`config.mk`:
```
export PLATFORM = sky130hd
export DESIGN_NAME = chm_lookup
export DESIGN_NICKNAME = d
export VERILOG_FILES = /design/src/rtl/chm_pkg.sv /design/src/rtl/chm_lookup.sv
export SDC_FILE = /design/constraint.sdc
export NUM_CORES = 1
export LEC_CHECK = 0
export ABC_AREA = 1
export ABC_CLOCK_PERIOD_IN_PS = 1100
export BUFFER_PORTS_ARGS = -buffer_cell sky130_fd_sc_hd__buf_4
export CAP_MARGIN = 20
export CORE_AREA = 5 5 42 44
export DETAILED_ROUTE_END_ITERATION = 16
export DIE_AREA = 0 0 47 49
export PLACE_DENSITY = 0.82
export SETUP_SLACK_MARGIN = 0.4
export SLEW_MARGIN = 10
export SYNTH_ARGS = -nofsm -noshare
export SYNTH_HDL_FRONTEND = slang
export SYNTH_SLANG_ARGS = --single-unit
```
`constraint.sdc`:
```
create_clock -name vclk -period 1.1
set_clock_uncertainty 0.2 [all_clocks]
set_input_delay 0.11 -clock vclk [all_inputs]
set_output_delay 0.11 -clock vclk [all_outputs]
set_load 0.005 [all_outputs]
```
`src/rtl/chm_pkg.sv`:
```
package chm_pkg;

  localparam int ADDRESS_BITS_DEF = 16;
  localparam int OFFSET_BITS_DEF  = 6;
  localparam int LINE_COUNT_DEF   = 8;

  localparam int DATA_W    = 32;
  localparam int COUNT_W   = 16;
  localparam int SET_OUT_W = 3;

  typedef enum logic {
    MODE_DIRECT  = 1'b0,
    MODE_TWO_WAY = 1'b1
  } org_mode_t;

  // One access as seen by the hit and miss tallies.
  typedef struct packed {
    logic fire;
    logic hit;
  } tally_t;

endpackage

```
`src/rtl/chm_lookup.sv`:
```
module chm_lookup import chm_pkg::*; #(
  parameter int ADDRESS_BITS = ADDRESS_BITS_DEF,
  parameter int OFFSET_BITS  = OFFSET_BITS_DEF,
  parameter int LINE_COUNT   = LINE_COUNT_DEF,
  parameter int LINE_BITS    = $clog2(LINE_COUNT),
  parameter int TAG_W        = ADDRESS_BITS - OFFSET_BITS - LINE_BITS + 1
) (
  input  logic [ADDRESS_BITS-1:0]   addr,
  input  org_mode_t                 mode,
  input  logic [LINE_COUNT-1:0]     match,
  input  logic [LINE_COUNT-1:0]     valid,
  input  logic [LINE_COUNT/2-1:0]   lru,
  output logic [TAG_W-1:0]          cmp_tag,
  output logic                      hit,
  output logic                      way,
  output logic [LINE_BITS-1:0]      line,
  output logic [LINE_BITS-1:0]      set_idx,
  output logic [LINE_BITS-2:0]      pair_set
);

  logic [LINE_BITS-1:0] dm_set;
  logic [LINE_BITS-2:0] tw_set;
  logic [TAG_W-2:0]     dm_tag;
  logic [TAG_W-1:0]     tw_tag;
  logic [LINE_BITS-1:0] line0;
  logic [LINE_BITS-1:0] line1;

  assign dm_set   = addr[OFFSET_BITS +: LINE_BITS];
  assign tw_set   = addr[OFFSET_BITS +: LINE_BITS-1];
  assign dm_tag   = addr[ADDRESS_BITS-1 : OFFSET_BITS+LINE_BITS];
  assign tw_tag   = addr[ADDRESS_BITS-1 : OFFSET_BITS+LINE_BITS-1];
  assign line0    = {tw_set, 1'b0};
  assign line1    = {tw_set, 1'b1};
  assign pair_set = tw_set;

  // Tags are stored at the two-way width; a direct-mapped tag is zero-extended,
  // so lines left over from a mode change compare exactly.
  assign cmp_tag = (mode == MODE_TWO_WAY) ? tw_tag : {1'b0, dm_tag};

  always_comb begin
    hit     = 1'b0;
    way     = 1'b0;
    line    = dm_set;
    set_idx = dm_set;
    case (mode)
      MODE_DIRECT: begin
        hit = match[dm_set];
      end
      MODE_TWO_WAY: begin
        set_idx = {1'b0, tw_set};
        if (match[line0]) begin
          hit = 1'b1;
          way = 1'b0;
        end else if (match[line1]) begin
          hit = 1'b1;
          way = 1'b1;
        end else if (!valid[line0]) begin
          way = 1'b0;
        end else if (!valid[line1]) begin
          way = 1'b1;
        end else begin
          way = lru[tw_set];
        end
        line = {tw_set, way};
      end
      default: begin
        hit = 1'b0;
      end
    endcase
  end

endmodule

```
==> flow_summary.toml <==
[route]
drtPass1Iterations = 5
drc = 0
ant_nets = 0
num_vias = 893
via_per_inst = 5.28
drtIter0Drc = 16
routedWlPerCell_um = 18.8
routed_wl_um = 3180

[die]
boundaryPins = 55
chipHeight_um = 49
die_w_um = 47
core-area_sq_um = 1400
die-area_sq_um = 2300
fp-row-count = 14
start_util_pct = 29.1

[synth]
yosys.area.top_type = "nand2_1"
synth.net_count = 129
syn-cell-area_sq_um = 408
yosysMostFrequentCell = "nand2_1"
yosysSeqAreaShare_pct = 0
synth.distinct_cells = 14
postSynthCellCount = 92
yosysWarnings = 0
syn_area_per_cell_sq_um = 4.43
netlist_top_cells_area = "nand2_1 (37%), inv_1 (15%), nand3_1 (11%)"
synthTopCellsByCount = "nand2_1 (40), inv_1 (16), nand3_1 (9), o21ai_0 (9), nor2_1 (6)"
synth_top_area_share_pct = 36.8

[grt]
grt_pass1_vias = 846
grt_max_degree = 7
grt_pass1_wl_um = 3750
top_usage_layer = "met2"
grt.met3_usage_pct = 2.21
track_usage_pct = 21.1
grtUsageMet2_pct = 40.0
overflow = 0
grt_use_met1_pct = 22.4
antenna_found_initial = 0

[sta]
slew_headroom_pct = 89.1
fin_crit_ns = 1.32
fin_tns_setup_ns = -0.581
slew_viol_final = 0
rsz0062_at_grt = "true"
tightest_slew_ns = 0.163
layout_setup_ws_ns = -0.216
period_share_pct = 120
finalSetupViolCount = 3
fmax_mhz = 760
hold_violations = 0

[setup_path]
worstSetupStartpointType = "input pin"
path_class = "in -> out"
critical_path_buf_inv_count = 2
cp_slowest_stage_delay_ns = 0.13
critical_path.max_fanout = 6
crit_chain = "buf_12, nand2_8, nand2_4, nor2_2, nand3_1, nand2_1, nand2_1, nand2_2, nand2_1, buf_4"
arrival_ns = 1.01
cp_num_cells = 10
cp-end-kind = "output pin"
path_delay_family = "simple AND/OR/NAND/NOR gates"
crit_required_ns = 0.79
cp_common_cell = "nand2_1"
crit_start = "addr[6]"
cp_slowest_cell = "buf_12"

[hold_path]
min_path_cells = 3
hold_start = "mode"
hp-class = "in -> out"

[placement]
hpwl_um = 1360
port_buffers = 49
gp_congestion = 0.935

[power]
power_mw = 0.569
peakVddDrop_v = 0.000324
p_leak_nw = 0.717
powerDensity_nw_per_um2 = 437

[cells_and_area]
utilization_pct = 92.9
flops_and_latches = 0
syn2layout_area_growth_pct = 219
clkbuf_count = 0
n_fill_cell = 57
num_antenna_cells = 0
nets = 192
regArea_sq_um = 0
drive_gt1_share_pct = 72.5

[clock_tree]
cts_hold_buf = 0

[status]
violations = "negative setup slack"
outcome = "finished with violations"

[run]
drv_cap = 0
-- layout by cell type (no fill, tap or decap), types with 2 or more instances in the layout --
cell     instances
buf_4           37
inv_1            8
inv_2            3
inv_4            3
nand2_1         23
buf_6           23
nor2_4           2
buf_16           3
buf_12           3
nand3_1          5
nand2_4          9
nand3_2          4
nor2_1           4
nand2_2          7
o21ai_2          8
inv_8            2
-- report_power, final --
| group | total (mW) | internal, mW | switching (mW) |
|---|---|---|---|
| Sequential | 0 | 0 | 0 |
| Combinational | 0.569 | 0.318 | 0.251 |
| Clock | 0 | 0 | 0 |
| Total | 0.569 | 0.318 | 0.251 |
-- layout make-up --
| cell class | count | area, sq um | area share, % |
|---|---|---|---|
| Inverter | 17 | 98.8 | 7.60 |
| Multi-Input combinational cell | 68 | 479 | 36.8 |
| Tap cell | 16 | 20.0 | 1.54 |
| Timing Repair Buffer | 67 | 694 | 53.4 |
| Timing Repair inverter | 1 | 8.76 | 0.673 |
-- cells by family after synthesis --
family / synth area share [%]
simple gates: 57.4
compound gates: 14.7
buf+inv: 27.9
-- metal layers --
metal	wire length [um]	share of wire [%]
met5	0	0
met4	224	7.0
met3	193	6.1
met2	1760	55
met1	998	31
-- metrics by stage --
| step | hold WS (ns) | area [sq um] | instances | setup WS (ns) |
|---|---|---|---|---|
| after floorplan | 0.0449 | 495 | 92 | 0.167 |
| after global placement | 0.285 | 851 | 156 | -0.165 |
| after detailed placement | 0.296 | 851 | 156 | -0.176 |
| after CTS | 0.276 | 1120 | 164 | -0.105 |
| after global routing | 0.295 | 1300 | 169 | -0.294 |
| final | 0.290 | 1300 | 169 | -0.216 |
-- final timing paths --
| check | slack [ns] | to |
|---|---|---|
| worst max-delay path | -0.22 | line[0] |
| worst min-delay path | 0.29 | line[1] |
-- timing repair --
action / in CTS / in global routing
setup endpoints to repair: 18 / 18
buffers inserted: 5 / 5
pin swaps: 14 / 18
gates cloned: 3 / 0
resized for setup: 45 / 40
No activity file was read; power rests on OpenSTA's default activity.
